`src/design/es2c_pkg.sv`:
```
`timescale 1ns / 1ps
// ----------------------------------------------------------------------------
// es2c_pkg: shared types and constants for the epoch to calendar converter
// Constants of the calendar, divider request/response types, month table.
// ----------------------------------------------------------------------------
package es2c_pkg;

  localparam int unsigned SEC_W  = 32;
  localparam int unsigned DIVS_W = 17;  // widest divisor / remainder
  localparam int unsigned CNT_W  = 6;   // dividend bit count, up to SEC_W

  localparam logic [DIVS_W-1:0] SECS_PER_DAY = 17'd86400;
  localparam logic [DIVS_W-1:0] SECS_PER_MIN = 17'd60;

  localparam logic [11:0] BASE_YEAR   = 12'd1970;
  localparam logic [11:0] MAX_YEAR    = 12'd4095;
  localparam logic [11:0] NOLEAP_YEAR = 12'd2100;
  localparam logic [8:0]  LEAP_DAYS   = 9'd366;
  localparam logic [8:0]  COMMON_DAYS = 9'd365;
  localparam logic [3:0]  LAST_MONTH  = 4'd12;
  localparam logic [3:0]  FEBRUARY    = 4'd2;

  typedef struct packed {
    logic              start;
    logic [DIVS_W-1:0] divisor;
    logic [CNT_W-1:0]  nbits;
  } div_req_t;

  typedef struct packed {
    logic              done;
    logic [SEC_W-1:0]  quot;
    logic [DIVS_W-1:0] rem;
  } div_rsp_t;

  function automatic logic is_leap(input logic [11:0] year);
    return (year[1:0] == 2'b00) && (year != NOLEAP_YEAR);
  endfunction

  function automatic logic [4:0] month_len(input logic [3:0] month,
                                           input logic       leap);
    logic [4:0] len;
    case (month)
      4'd2:                      len = leap ? 5'd29 : 5'd28;
      4'd4, 4'd6, 4'd9, 4'd11:   len = 5'd30;
      default:                   len = 5'd31;
    endcase
    return len;
  endfunction

endpackage

```
`src/design/es2c_sdiv.sv`:
```
`timescale 1ns / 1ps
// ----------------------------------------------------------------------------
// es2c_sdiv: bit-serial restoring divider
// Dividend is left-aligned in a 32-bit shift register; one quotient bit per
// cycle until nbits quotient bits are formed, then done pulses with quotient and remainder.
// ----------------------------------------------------------------------------
module es2c_sdiv (
  input  logic                        clk,
  input  logic                        rst_n,
  input  es2c_pkg::div_req_t          req,
  input  logic [es2c_pkg::SEC_W-1:0]  dividend,
  output es2c_pkg::div_rsp_t          rsp
);
  import es2c_pkg::*;

  logic              busy_r;
  logic              done_r;
  logic [CNT_W-1:0]  cnt_r;
  logic [SEC_W-1:0]  num_r;
  logic [SEC_W-1:0]  quo_r;
  logic [DIVS_W-1:0] rem_r;
  logic [DIVS_W-1:0] div_r;

  logic [DIVS_W:0]   trial;
  logic [DIVS_W:0]   diff;
  logic              ge;

  // remainder stays below the divisor, so trial < 2 * divisor
  assign trial = {rem_r, num_r[SEC_W-1]};
  assign ge    = trial >= {1'b0, div_r};
  assign diff  = trial - {1'b0, div_r};

  always_ff @(posedge clk) begin
    if (!rst_n) begin
      busy_r <= 1'b0;
      done_r <= 1'b0;
      cnt_r  <= '0;
    end else begin
      done_r <= 1'b0;
      if (req.start) begin
        busy_r <= 1'b1;
        cnt_r  <= req.nbits;
        div_r  <= req.divisor;
        num_r  <= dividend;
        quo_r  <= '0;
        rem_r  <= '0;
      end else if (busy_r) begin
        rem_r <= ge ? diff[DIVS_W-1:0] : trial[DIVS_W-1:0];
        quo_r <= {quo_r[SEC_W-2:0], ge};
        num_r <= {num_r[SEC_W-2:0], 1'b0};
        cnt_r <= cnt_r - 1'b1;
        if (cnt_r == CNT_W'(1)) begin
          busy_r <= 1'b0;
          done_r <= 1'b1;
        end
      end
    end
  end

  assign rsp.done = done_r;
  assign rsp.quot = quo_r;
  assign rsp.rem  = rem_r;

endmodule

```
`src/design/epoch_seconds_to_calendar_top.sv`:
```
`timescale 1ns / 1ps
// ----------------------------------------------------------------------------
// epoch_seconds_to_calendar_top: seconds since 1970 to calendar date/time
// Serial divide into day/time fields, then year and month walks.
// ----------------------------------------------------------------------------
// Usage:
//   Input channel in_valid/in_stall carries one 32-bit seconds count per
//   request. Output channel out_valid/out_stall returns one request with
//   second, minute, hour, day of month, month and year.
//   Steps: the bit-serial divider divides by 86400, then twice by 60, one
//   quotient bit per cycle; then a year walk counts whole years after 1970
//   (up to 136), a month walk counts whole months (up to 11), and the
//   result loads into the output register.
//   One request is in flight at a time; in_stall is high from acceptance
//   until the result moves into the output register. The output register
//   parts the two sides, so the next request may be accepted while a
//   result still waits on out_stall.
//   Reset (rst_n low, synchronous) returns the sequencer to idle and drops
//   out_valid. A stalled result holds until out_stall falls.
// ----------------------------------------------------------------------------
module epoch_seconds_to_calendar_top (
  input  logic        clk,
  input  logic        rst_n,
  input  logic        in_valid,
  output logic        in_stall,
  input  logic [31:0] in_epoch_seconds,
  output logic        out_valid,
  input  logic        out_stall,
  output logic [5:0]  out_second_of_minute,
  output logic [5:0]  out_minute_of_hour,
  output logic [4:0]  out_hour_of_day,
  output logic [4:0]  out_day_of_month,
  output logic [3:0]  out_month_number,
  output logic [11:0] out_full_year
);
  import es2c_pkg::*;

  typedef enum logic [2:0] {
    S_IDLE, S_DAY, S_SEC, S_MIN, S_YEAR, S_MONTH, S_DONE
  } state_t;

  state_t           state_r;
  logic [15:0]      days_r;
  logic [5:0]       sec_r;
  logic [5:0]       min_r;
  logic [4:0]       hour_r;
  logic [11:0]      year_r;
  logic [3:0]       month_r;
  logic             out_valid_r;

  div_req_t         div_req;
  div_rsp_t         div_rsp;
  logic [SEC_W-1:0] div_dividend;

  logic             leap;
  logic [8:0]       ylen;
  logic [4:0]       mlen;
  logic             out_load;

  es2c_sdiv u_sdiv (
    .clk      (clk),
    .rst_n    (rst_n),
    .req      (div_req),
    .dividend (div_dividend),
    .rsp      (div_rsp)
  );

  assign leap     = is_leap(year_r);
  assign ylen     = leap ? LEAP_DAYS : COMMON_DAYS;
  assign mlen     = month_len(month_r, leap && (month_r == FEBRUARY));
  assign out_load = (state_r == S_DONE) && (!out_valid_r || !out_stall);

  always_comb begin
    div_req.start   = 1'b0;
    div_req.divisor = SECS_PER_MIN;
    div_req.nbits   = CNT_W'(SEC_W);
    div_dividend    = in_epoch_seconds;
    unique case (state_r)
      S_IDLE: begin
        div_req.start   = in_valid;
        div_req.divisor = SECS_PER_DAY;
      end
      S_DAY: begin
        // seconds of day, 17 bits, left-aligned
        div_req.start = div_rsp.done;
        div_req.nbits = CNT_W'(17);
        div_dividend  = {div_rsp.rem, 15'd0};
      end
      S_SEC: begin
        // minutes of day, 11 bits, left-aligned
        div_req.start = div_rsp.done;
        div_req.nbits = CNT_W'(11);
        div_dividend  = {div_rsp.quot[10:0], 21'd0};
      end
      default: begin
      end
    endcase
  end

  always_ff @(posedge clk) begin
    if (!rst_n) begin
      state_r     <= S_IDLE;
      out_valid_r <= 1'b0;
    end else begin
      if (out_load)
        out_valid_r <= 1'b1;
      else if (!out_stall)
        out_valid_r <= 1'b0;
      unique case (state_r)
        S_IDLE: begin
          if (in_valid)
            state_r <= S_DAY;
        end
        S_DAY: begin
          if (div_rsp.done) begin
            days_r  <= div_rsp.quot[15:0];
            state_r <= S_SEC;
          end
        end
        S_SEC: begin
          if (div_rsp.done) begin
            sec_r   <= div_rsp.rem[5:0];
            state_r <= S_MIN;
          end
        end
        S_MIN: begin
          if (div_rsp.done) begin
            min_r   <= div_rsp.rem[5:0];
            hour_r  <= div_rsp.quot[4:0];
            year_r  <= BASE_YEAR;
            state_r <= S_YEAR;
          end
        end
        S_YEAR: begin
          if ((days_r >= {7'd0, ylen}) && (year_r != MAX_YEAR)) begin
            days_r <= days_r - {7'd0, ylen};
            year_r <= year_r + 12'd1;
          end else begin
            month_r <= 4'd1;
            state_r <= S_MONTH;
          end
        end
        S_MONTH: begin
          if ((month_r < LAST_MONTH) && (days_r >= {11'd0, mlen})) begin
            days_r  <= days_r - {11'd0, mlen};
            month_r <= month_r + 4'd1;
          end else begin
            state_r <= S_DONE;
          end
        end
        S_DONE: begin
          if (out_load) begin
            out_second_of_minute <= sec_r;
            out_minute_of_hour   <= min_r;
            out_hour_of_day      <= hour_r;
            out_day_of_month     <= days_r[4:0] + 5'd1;
            out_month_number     <= month_r;
            out_full_year        <= year_r;
            state_r              <= S_IDLE;
          end
        end
        default: state_r <= S_IDLE;
      endcase
    end
  end

  assign in_stall  = (state_r != S_IDLE);
  assign out_valid = out_valid_r;

endmodule
```
`config.mk`:
```
export PLATFORM = sky130hd
export DESIGN_NAME = epoch_seconds_to_calendar_top
export DESIGN_NICKNAME = d
export VERILOG_FILES = /design/src/design/es2c_pkg.sv /design/src/design/es2c_sdiv.sv /design/src/design/epoch_seconds_to_calendar_top.sv
export SDC_FILE = /design/constraint.sdc
export NUM_CORES = 1
export LEC_CHECK = 0
export ABC_AREA = 1
export BUFFER_PORTS_ARGS = -buffer_cell sky130_fd_sc_hd__buf_2
export CORE_ASPECT_RATIO = 1.4
export CORE_MARGIN = 1.5
export CORE_UTILIZATION = 62
export DETAILED_ROUTE_END_ITERATION = 12
export PLACE_DENSITY = 0.82
export SYNTH_ARGS = -nofsm -noshare
export SYNTH_HDL_FRONTEND = slang
export SYNTH_HIERARCHICAL = 1
export SYNTH_SLANG_ARGS = --single-unit
```
`constraint.sdc`:
```
create_clock -name clk -period 7.9 [get_ports clk]
set_input_delay 0.79 -clock clk [delete_from_list [all_inputs] [get_ports clk]]
set_output_delay 0.79 -clock clk [all_outputs]
set_load 0.01 [all_outputs]
```
Yosys cells after proc, flatten, opt, wreduce, memory -nomap -nowiden
Cells that the tools add are included.
{"block": "classes", "addsub": 7, "multipliers": 0, "n_div": 0, "n_lt_le_gt_ge": 4, "n_eq_ne": 24, "shifts": 0, "n_mux": 38, "bitwise_logic": 2, "reduce_logical": 27}
{"op": "two-way mux 16 bit", "n": 4}
{"op": "two-way mux 32 bit", "n": 2}
{"op": "one-hot mux 32 bit (2 select lines)", "n": 1}
{"op": "two-way mux 17 bit", "n": 3}
{"op": "one-hot mux 16 bit (3 select lines)", "n": 1}
{"op": "two-way mux 12 bit", "n": 2}
{"op": "!= test 12 bit, second input constant", "n": 2}
{"op": "one-hot mux 12 bit (2 select lines)", "n": 1}
{"op": "two-way mux 3 bit", "n": 7}
{"op": "one-hot mux 3 bit (7 select lines)", "n": 1}
{"op": ">= comparator 18 x 17 -> 1 bit", "n": 1}
{"op": "subtractor 17 bit", "n": 1}
{"op": ">= comparator 16 x 5 -> 1 bit", "n": 1}
{"op": ">= comparator 16 x 9 -> 1 bit", "n": 1}
{"op": "subtractor 16 x 5 -> 16 bit", "n": 1}
{"op": "subtractor 16 x 9 -> 16 bit", "n": 1}
{"op": "adder 12 x 1 -> 12 bit, second input constant", "n": 1}
{"op": "two-way mux 6 bit", "n": 2}
{"op": "!= test 2 bit, second input constant", "n": 6}
{"op": "one-hot mux 6 bit (2 select lines)", "n": 1}
{"op": "equality test 3 bit, second input constant", "n": 3}
{"op": "AND reduction 3 bit", "n": 3}
{"op": "equality test 4 x 3 -> 1 bit, second input constant", "n": 2}
{"op": "equality test 4 bit, second input constant", "n": 2}
{"op": "other kinds (30)", "n": 52}
{"block": "word_totals", "regBits": 181, "latchBits": 0, "ramBits": 0, "romBits": 0, "out_inout_bits": 40, "word_cells": 123, "memories": 0}

Longest topological paths before layout
Gate-level depths: netlist of run 1.
{"block": "logic_depth", "ltp_word": 9, "ltp_mapped": 17}

By module
Netlist of run 1, hierarchy kept.
{"module": "es2c_sdiv", "n_inst": 1, "cells_per_inst": 645, "area_each_um2": 5607.9, "seq_area_each_um2": 3103.0}
{"module": "epoch_seconds_to_calendar_top", "n_inst": 1, "cells_per_inst": 563, "area_each_um2": 5068.6, "seq_area_each_um2": 2692.6}

Least setup slack after synthesis of run 1
OpenSTA, ideal clock, no wires.
{"block": "synth_timing", "path_kind": "flip-flop to flip-flop", "from": "register state_r[0]", "to": "register u_sdiv.num_r[0], enable pin", "setup_time_ps": 523, "t_arrival_ps": 5003, "required_ps": 7377, "slack_ps": 2374, "stages_incl_launch_ff": 12, "period_less_slack_ps": 5526, "cell_sequence": "dfxtp_1 -> inv_2 -> nor2_2 -> nand2_1 -> nand2_4 -> inv_4 -> buf_4 -> buf_6 -> o22ai_1 -> clkbuf_1 -> nor2_1 -> nor2_1"}
{"element": "start, declared", "line": "epoch_seconds_to_calendar_top.sv:42", "source": "state_t state_r;"}
{"element": "start signal, assigned", "line": "epoch_seconds_to_calendar_top.sv:102", "source": "state_r <= S_IDLE;"}
{"element": "start signal, assigned", "line": "epoch_seconds_to_calendar_top.sv:112", "source": "state_r <= S_DAY;"}
{"element": "start signal, assigned", "line": "epoch_seconds_to_calendar_top.sv:117", "source": "state_r <= S_SEC;"}
{"element": "end signal, assigned", "line": "es2c_sdiv.sv:44", "source": "num_r <= dividend;"}
{"element": "end signal, assigned", "line": "es2c_sdiv.sv:50", "source": "num_r <= {num_r[SEC_W-2:0], 1'b0};"}
{"element": "end, declared", "line": "es2c_sdiv.sv:19", "source": "logic [SEC_W-1:0] num_r;"}

Worst setup path after layout of run 1
{"block": "layout_timing", "from": "register year_r[9]", "to": "register year_r[0], enable pin"}
{"block": "layout_between", "elab_chain_len": 7, "word_cells_on_any_way": 8, "cone_classes": "order compare (1); eq/ne (3); mux (1); reduce/logical (3)"}
{"element": "start, declared", "line": "epoch_seconds_to_calendar_top.sv:47", "source": "logic [11:0] year_r;"}
{"element": "start signal, assigned", "line": "epoch_seconds_to_calendar_top.sv:137", "source": "year_r <= year_r + 12'd1;"}
{"element": "!= test 12 bit", "line": "es2c_pkg.sv:36", "source": "return (year[1:0] == 2'b00) && (year != NOLEAP_YEAR);"}
{"element": "logical AND 1 bit", "line": "es2c_pkg.sv:36"}
{"element": "two-way mux 2 bit", "line": "epoch_seconds_to_calendar_top.sv:69", "source": "assign ylen = leap ? LEAP_DAYS : COMMON_DAYS;"}
{"element": ">= comparator 16 x 9 -> 1 bit", "line": "epoch_seconds_to_calendar_top.sv:135", "source": "if ((days_r >= {7'd0, ylen}) && (year_r != MAX_YEAR)) begin"}
{"element": "logical AND 1 bit (*)", "line": "epoch_seconds_to_calendar_top.sv:135"}
{"element": "!= test 2 bit (no line) (*)"}
{"element": "AND reduction 4 bit (no line) (*)"}
Mark *: on every way between the ends. The rest lies on a longest branch, timed or not.
A chain may end at the register's enable or synchronous reset.

==> results.yml, run 1 <==
placed_design:
  dpl-instance-area_sq_um: 10600
  portBuffers: 75
  routabilityCongestion: 0.921
  dpl.hpwl_mm: 16.2
  dp.cells: 1418
worst_setup_path:
  cp_num_buf_inv: 0
  end_kind: "register"
  path_delay_family: "compound AO/OA/AOI/OAI gates"
  worstSetupPathType: "register to register"
  crit_path_start_kind: "register"
  crit_fanout: 12
  cpPeakStageDelay_ps: 880
  crit_arrival_ps: 3820
  cp_slowest_cell: "a21oi_1"
  cp.required_ps: 7960
  cp_cell_sequence: "nor4_1 -> nand2_1 -> o21ai_0 -> fa_1 -> nand3_1 -> nand2_1 -> nand3_1 -> nand2_2 -> o21ai_4 -> a21oi_1"
pwr:
  p_int_mw: 2.19
  p_sw_share_pct: 40.1
  p_leak_nw: 5.09
  p_sw_mw: 1.46
  sequentialPowerShare_pct: 39.9
  p_per_area_nw_per_um2: 326
  combPwrFrac_pct: 38.2
  clkPwrFrac_pct: 21.9
  finalPower_mw: 3.65
  vdd_drop_max_uv: 207
route:
  ant_nets: 0
  via_per_inst: 5.57
  route.vias.total: 8089
  drc: 0
  wl_mm: 22.6
  routedWlPerCell_um: 15.6
  drt_iter0_drc: 697
  drt-pass1-iter-count: 7
clock_network:
  cts_num_sinks: 181
  cts_htree_levels: 4
  cts-buffers-inserted: 17
  clk_latency_ps: 440
  post_cts_resized: 0
  cts-root-buf: "clkbuf_16"
  cts_tree: "yes"
  postCtsHoldBufs: 0
  clk_pin_slew_worst_paths_ps: 70
  clockBufferDepth: 2
  cts_setup_buffers: 0
sta:
  hold_ws_ps: 420
  rsz0062_at_grt: "false"
  setup_tns_ps: 0
  setup_viol: 0
  drv_slew: 0
  finalCriticalPeriod_ps: 3760
  worstMarginPinSlew_ps: 1140
  fin_worst_skew_ps: 10.5
  hold_viol_final: 0
  relSlewSlack_pct: 24.0
  fmax_ghz: 0.266
  period_share_pct: 47.6
grt:
  grt_max_degree: 62
  grt_pass1_wl_mm: 36.8
  grt_overflow: 0
  grt_pass1_vias: 7842
  track_usage_pct: 27.2
  antenna_found_initial: 1
finish:
  num-nets-final: 1310
  drive_gt1_share_pct: 14.0
  layout.cells.non_filler: 1451
  n_fill_cell: 1207
  final_area_sq_um: 11200
  syn2layout_area_growth_pct: 11.2
floorplanning:
  start_util_pct: 64.0
  core_sq_um: 15700
  die-area_sq_um: 17000
  ios: 76
  die_w_um: 111
  num_rows: 54
  die_y_um: 154
synthesis:
  syn-instance-count: 1159
  synth.avg_cell_area_sq_um: 8.69
  ys_warn_count: 6
  syn_area_sq_um: 10100
outcome:
  status: "completed"
worst_hold_path:
  hp-class: "register to register"
flow_run:
  cap_viol_max_count: 0
[sequential cells by signal, summed over array words and instances (netlist names), 12 cells and up]
| register | cells |
|---|---|
| u_sdiv/num_r | 32 |
| u_sdiv/div_r | 17 |
| u_sdiv/rem_r | 17 |
| days_r | 16 |
| u_sdiv/quo_r | 16 |
| out_full_year | 12 |
| year_r | 12 |
[stage by stage]
| stage | utilization, % | worst slack [ps] |
|---|---|---|
| 6_report | 71.1 | 4140 |
| 5_1_grt | 71.1 | 3820 |
| 4_1_cts | 71.1 | 4160 |
| 3_5_place_dp | 67.6 | 4200 |
| 3_3_place_gp | 67.6 | 4300 |
| 2_1_floorplan | - | 3070 |
[per-layer routing]
| metal | vias up | routed length [um] | track usage, % | part of all wire (%) |
|---|---|---|---|---|
| li1 | 3922 | - | - | - |
| met4 | 0 | 753 | 12.3 | 3.3 |
| met1 | 3777 | 8610 | 31.2 | 38 |
| met3 | 68 | 1260 | 4.69 | 5.6 |
| met5 | - | 0 | 0 | 0 |
| met2 | 322 | 12000 | 49.6 | 53 |
[final timing paths]
kind,startpoint,to,slack [ps],cells past startpoint
max,year_r[9],year_r[0],4140,10
min,sec_r[4],out_second_of_minute[4],420,0
max reg2reg,year_r[9],year_r[0],4140,10
min reg2reg,sec_r[4],out_second_of_minute[4],420,0
[cell type report]
| type | count | area, sq um | area share, % |
|---|---|---|---|
| inverter | 183 | 689 | 6.16 |
| tap | 196 | 245 | 2.19 |
| timing repair buffer | 81 | 420 | 3.75 |
| sequential | 181 | 5320 | 47.5 |
| antenna | 1 | 2.50 | 0.0223 |
| multi-input combinational | 777 | 3980 | 35.5 |
| clock buffer | 19 | 433 | 3.87 |
| clock inverter | 13 | 116 | 1.04 |
[layout by cell type, fill, tap and decap left out, drive strengths merged]
cell type / instances
nand3b: 10
conb: 9
a211oi: 1
o21bai: 4
o21a: 1
a21o: 1
a22oi: 1
ha: 30
nor4: 1
o221ai: 2
diode: 1
dfxtp: 12
inv: 188
clkinv: 7
o311ai: 1
a22o: 6
o21ai: 34
nor3: 17
xnor2: 2
a21oi: 32
buf: 81
fa: 3
xor2: 12
or2: 1
nor2: 127
edfxtp: 169
a31oi: 5
nand4: 13
o211ai: 7
o22ai: 1
nand2: 373
and2: 1
clkinvlp: 1
nand3: 81
nor3b: 1
clkbuf: 19
[power groups by stage]
stage               combinational, mW  sequential [mW]  clock, mW
floorplan                        1.08             1.44          0
global placement                 1.32             1.47          0
detailed placement               1.36             1.47          0
CTS                              1.37             1.45      0.806
global route                     1.57             1.48      0.836
finish                           1.39             1.46      0.800
(Power assumes the default switching activity.)
==> inputs of run 2 (changes only) <==
CORE_UTILIZATION = 56   (was 62)
PLACE_DENSITY = 0.78   (was 0.82)
clock period = 3.42 ns   (was 7.9 ns; I/O delays follow)
==> run 2 against run 1 <==
Sequential power grew 130%; critical endpoint is now days_r[6]; combinational power increased by 130%; register-to-register slack lost 3900 ps; flip-flop and latch count stayed put; count of clock-buffer cells in the layout decreased by 1; maximum frequency is 19% higher; sequential share of layout area is 0.93 points lower; global-route usage shrank 2.6 points; wire length down 2.6%.
==> results.yml, run 2 (synthesized netlist as in run 1, its figures left out) <==
outcome:
  status: "completed"
sta:
  fin_worst_skew_ps: 7.71
  hold_viol_final: 0
  setup_tns_ps: 0
  period_share_pct: 92.0
  worstMarginPinSlew_ps: 901
  finalCriticalPeriod_ps: 3150
  drv_slew: 0
  setup_viol: 0
  relSlewSlack_pct: 39.5
  setup_slack_ps: 273
  fmax_ghz: 0.318
finish:
  mostFrequentLayoutCells: "358 x nand2_1, 169 x edfxtp_1, 165 x inv_1"
  antenna_cells: 0
  largest_register: "u_sdiv/num_r"
  final_area_sq_um: 11400
  syn2layout_area_growth_pct: 13.4
  reg_top3: "u_sdiv/num_r (32), u_sdiv/div_r (17), u_sdiv/rem_r (17)"
  num-nets-final: 1320
  layout_commonest_cell: "nand2_1"
  drive_gt1_share_pct: 15.0
  largest_reg_flops: 32
clock_network:
  cts_htree_levels: 4
  postCtsHoldBufs: 0
  cts_tree: "yes"
  clockBufferDepth: 2
  cts_num_sinks: 181
  cts-root-buf: "clkbuf_16"
  clk_latency_ps: 430
  clk_pin_slew_worst_paths_ps: 70
  cts-buffers-inserted: 17
flow_run:
  cap_viol_max_count: 0
worst_setup_path:
  cp_num_buf_inv: 4
  cpPeakStageDelay_ps: 490
  crit_path_start_kind: "register"
  cp_slowest_cell: "edfxtp_1"
  crit_arrival_ps: 3330
  cp.required_ps: 3610
  path_delay_family: "simple AND/OR/NAND/NOR gates"
  crit_fanout: 16
  end_kind: "register"
  cp_cell_sequence: "nor4_2 -> nand2_1 -> o21ai_1 -> buf_4 -> ha_1 -> inv_1 -> fa_1 -> nand3_1 -> nand2_1 -> nand3_1 -> nand2_2 -> o21ai_4 -> inv_1 -> nor2_2 -> nor3_4 -> buf_12"
  worstSetupPathType: "register to register"
pwr:
  p_sw_share_pct: 39.4
  p_leak_nw: 5.16
  p_per_area_nw_per_um2: 750
  finalPower_mw: 8.57
  p_sw_mw: 3.38
  p_int_mw: 5.19
  combPwrFrac_pct: 38.0
  clkPwrFrac_pct: 22.7
  vdd_drop_max_uv: 344
  sequentialPowerShare_pct: 39.2
route:
  drc: 0
  routedWlPerCell_um: 14.7
  drt_iter0_drc: 667
  wl_mm: 22.0
  ant_nets: 0
  route.vias.total: 7890
  via_per_inst: 5.26
  drt-pass1-iter-count: 5
floorplanning:
  core_sq_um: 17500
  start_util_pct: 57.6
  ios: 76
  num_rows: 57
  die_y_um: 162
  die_w_um: 116
  die-area_sq_um: 18800
grt:
  grt_pass1_vias: 7660
  grt_overflow: 0
  grt_pass1_wl_mm: 35.9
  track_usage_pct: 24.6
  antenna_found_initial: 1
  grt_max_degree: 53
placed_design:
  portBuffers: 75
  dpl.hpwl_mm: 16.1
  pre_cts_ws_ps: 174
  routabilityCongestion: 0.901
  dpl-instance-area_sq_um: 10800
worst_hold_path:
  hp-class: "input port to register"
run 2: area by class of cell:
class,instances,area (sq um)
fill,1444,6050
sequential,181,5320
multi-input combinational,777,4010
inverter,183,689
timing repair buffer,91,520
clock buffer,18,429
tap,236,295
clock inverter,14,163
run 2: per-layer routing:
metal | vias to the layer above | wire, um | GRT usage, %
li1 | 3933 | - | -
met4 | 0 | 639 | 10.5
met1 | 3685 | 8820 | 28.9
met5 | - | 0 | 0
met2 | 223 | 11600 | 44.2
met3 | 49 | 952 | 3.54
run 2: what timing repair did:
item / CTS / global route
setup buffers: 0 / 1
endpoints found under the setup margin: 0 / 34
gates resized for setup: 0 / 5
run 2: worst register-to-register path, delay by kind of cell, from the launching register on:
kind,cells,cell delay [ps]
AO/OA/AOI/OAI,2,330
adder cells (fa/ha/maj),2,560
buffers and inverters,4,530
flip-flops,1,490
AND/OR/NAND/NOR,8,1010
run 2: power by group through the flow:
stage               Combinational, mW  Clock (mW)  Sequential [mW]
floorplan                        2.51           0             3.30
global placement                 3.14           0             3.39
detailed placement               3.21           0             3.40
global route                     3.71        2.04             3.40
CTS                              3.24        1.97             3.36
finish                           3.26        1.95             3.36
run 2: path summary, 6_finish.rpt:
kind / startpoint / end / slack (ps) / depth (start not counted)
setup / recovery: year_r[9] / days_r[6] / 270 / 16
hold / removal: rst_n / state_r[0] / 280 / 3
setup reg to reg: year_r[9] / days_r[6] / 270 / 16
hold reg to reg: min_r[4] / out_minute_of_hour[4] / 420 / 0
run 2: metrics by stage:
step / utilization [%] / std cells / hold WS [ps]
global route: 65.4 / 1500 / 274
floorplan: - / 1167 / 400
global placement: 61.8 / 1467 / 402
detailed placement: 61.8 / 1467 / 406
CTS: 65.2 / 1499 / 257
finish: 65.4 / 1500 / 279
==> inputs of run 3 (changes only) <==
BUFFER_PORTS_ARGS = unset   (was -buffer_cell sky130_fd_sc_hd__buf_2)
CORE_UTILIZATION = 59   (was 56)
DONT_BUFFER_PORTS = 1   (was unset)
==> run 3 against run 2 <==
Sequential share of layout area rose by 1.6 points; wire length shrank 2.4%; combinational power down 2%; flip-flop and latch count is the same; non-clock buffer count down 70; die area decreased by 5.0%; global-route usage is 0.079 points higher; worst setup slack got worse by 72 ps; power fell by 1.3%; sequential power about the same; worst hold slack worse by 240 ps; critical path depth increased by 1.
==> results.yml, run 3 (synthesized netlist as in run 1, its figures left out) <==
floorplanning:
  die_w_um: 113
  core_sq_um: 16700
  die-area_sq_um: 17900
  ios: 76
  start_util_pct: 60.1
  die_y_um: 158
  num_rows: 56
worst_setup_path:
  worst-r2r-setup-slack_ps: 200
  cp.required_ps: 3610
  r2r-end: "days_r[13]"
  rr_worst_depth: 17
  crit_fanout: 16
  worstSetupPathType: "register to register"
  crit_arrival_ps: 3410
  crit_path_start_kind: "register"
  end_kind: "register"
  r2r_start: "year_r[10]"
pwr:
  sequentialPowerShare_pct: 39.9
  p_sw_share_pct: 39.7
  p_leak_nw: 4.89
  p_sw_mw: 3.35
  combPwrFrac_pct: 37.7
  p_per_area_nw_per_um2: 766
  p_int_mw: 5.10
  vdd_drop_max_uv: 409
  clkPwrFrac_pct: 22.5
grt:
  antenna_found_initial: 0
  grt_pass1_vias: 7173
  track_usage_pct: 24.7
  grt_overflow: 0
  grt_pass1_wl_mm: 34.1
  grt_max_degree: 54
placed_design:
  routabilityCongestion: 0.901
  pre_cts_ws_ps: 186
  dpl.hpwl_mm: 15.8
  portBuffers: 0
finish:
  syn2layout_area_growth_pct: 9.62
  antenna_cells: 0
  num-nets-final: 1250
  largest_reg_flops: 32
  reg_top3: "u_sdiv/num_r (32), u_sdiv/div_r (17), u_sdiv/rem_r (17)"
  layout_commonest_cell: "nand2_1"
  mostFrequentLayoutCells: "358 x nand2_1, 169 x edfxtp_1, 165 x inv_1"
  drive_gt1_share_pct: 9.97
  largest_register: "u_sdiv/num_r"
sta:
  fmax_ghz: 0.311
  period_share_pct: 94.1
  relSlewSlack_pct: 36.8
  finalCriticalPeriod_ps: 3220
  hold_ws_ps: 39.1
  drv_slew: 0
  rsz0062_at_grt: "false"
  setup_tns_ps: 0
  setup_slack_ps: 201
  fin_worst_skew_ps: 7.31
  hold_viol_final: 0
  setup_viol: 0
  worstMarginPinSlew_ps: 941
route:
  drt_iter0_drc: 665
  ant_nets: 0
  via_per_inst: 5.47
  highest_layer: "met4"
  drc: 0
  wl_mm: 21.5
  routedWlPerCell_um: 15.4
  drt-pass1-iter-count: 6
  met3WireLength_mm: 1.08
  met1_length_mm: 8.45
  met2_length_mm: 11.1
  route.vias.total: 7637
clock_network:
  cts-buffers-inserted: 17
  cts_num_sinks: 181
  clockBufferDepth: 2
  cts-root-buf: "clkbuf_16"
  cts_tree: "yes"
  clk_pin_slew_worst_paths_ps: 70
  postCtsHoldBufs: 0
  cts_htree_levels: 4
  clk_latency_ps: 430
worst_hold_path:
  hold_path.startpoint: "rst_n"
  whs_endpoint: "state_r[2]"
  hp-class: "input port to register"
  hold_path_depth: 2
flow_run:
  cap_viol_max_count: 0
outcome:
  status: "completed"
## run 3: cell types whose count changed in the layout (fill, tap and decap cells not counted), moves of 2 or more
cell,before,now
inv_6,4,2
buf_4,14,18
inv_8,4,6
buf_2,75,0
clkinv_2,0,2
## run 3: power groups by stage
| stage | logic (mW) | clock network (mW) | registers, mW |
|---|---|---|---|
| after floorplan | 2.51 | 0 | 3.30 |
| after global placement | 3.07 | 0 | 3.40 |
| after detailed placement | 3.15 | 0 | 3.41 |
| after CTS | 3.16 | 1.94 | 3.37 |
| after global routing | 3.61 | 2.02 | 3.42 |
| final | 3.18 | 1.90 | 3.37 |
## run 3: worst max-delay path by stage
stage | from | to | slack, ps | cells past startpoint
floorplan | year_r[9] | days_r[0] | 180 | 13
global placement | year_r[10] | year_r[7] | 200 | 11
detailed placement | year_r[10] | month_r[2] | 190 | 15
CTS | year_r[10] | month_r[2] | 150 | 15
global route | year_r[10] | days_r[13] | 10 | 17
finish | year_r[10] | days_r[13] | 200 | 17
## run 3: metrics by stage
step           utilization [%]  std cells  area, sq um  power [mW]
4_1_cts                   65.6       1391        11000        8.46
6_report                  65.9       1397        11000        8.45
3_5_place_dp              62.1       1359        10400        6.56
3_3_place_gp              62.1       1359        10400        6.48
5_1_grt                   65.9       1397        11000        9.04
2_1_floorplan                -       1167        10100        5.81
## run 3: area by class of cell
class	instances	area [sq um]
clock buffer	17	425
clock inverter	15	160
tap	203	254
multi-input combinational	777	4000
timing repair buffer	21	195
inverter	183	689
fill	1336	5710
sequential	181	5320
## run 3: critical path, cell delays in order (launching register included)
cell and delay [ps]:
edfxtp_1 420, nor4_1 290, nand2_1 120, o21ai_1 150
buf_4 160, ha_1 150, inv_1 70, fa_1 410
nand3_1 120, nand2_1 80, nand3_1 110, nand2_2 90
o21ai_4 160, buf_4 160, inv_1 70, nor2_1 170
nor3_4 60, buf_12 170
## run 3: repair_timing
item | CTS | global route
hold endpoints to repair | 0 | 0
gates resized for setup | 0 | 3
setup endpoints to repair | 0 | 32
buffers inserted | 0 | 6
## run 3: metal layers
layer  GRT usage [%]  up-vias
met5               0        -
met4            13.0        0
met3            5.13       57
met2            43.7      250
met1            28.1     3521
li1                -     3809
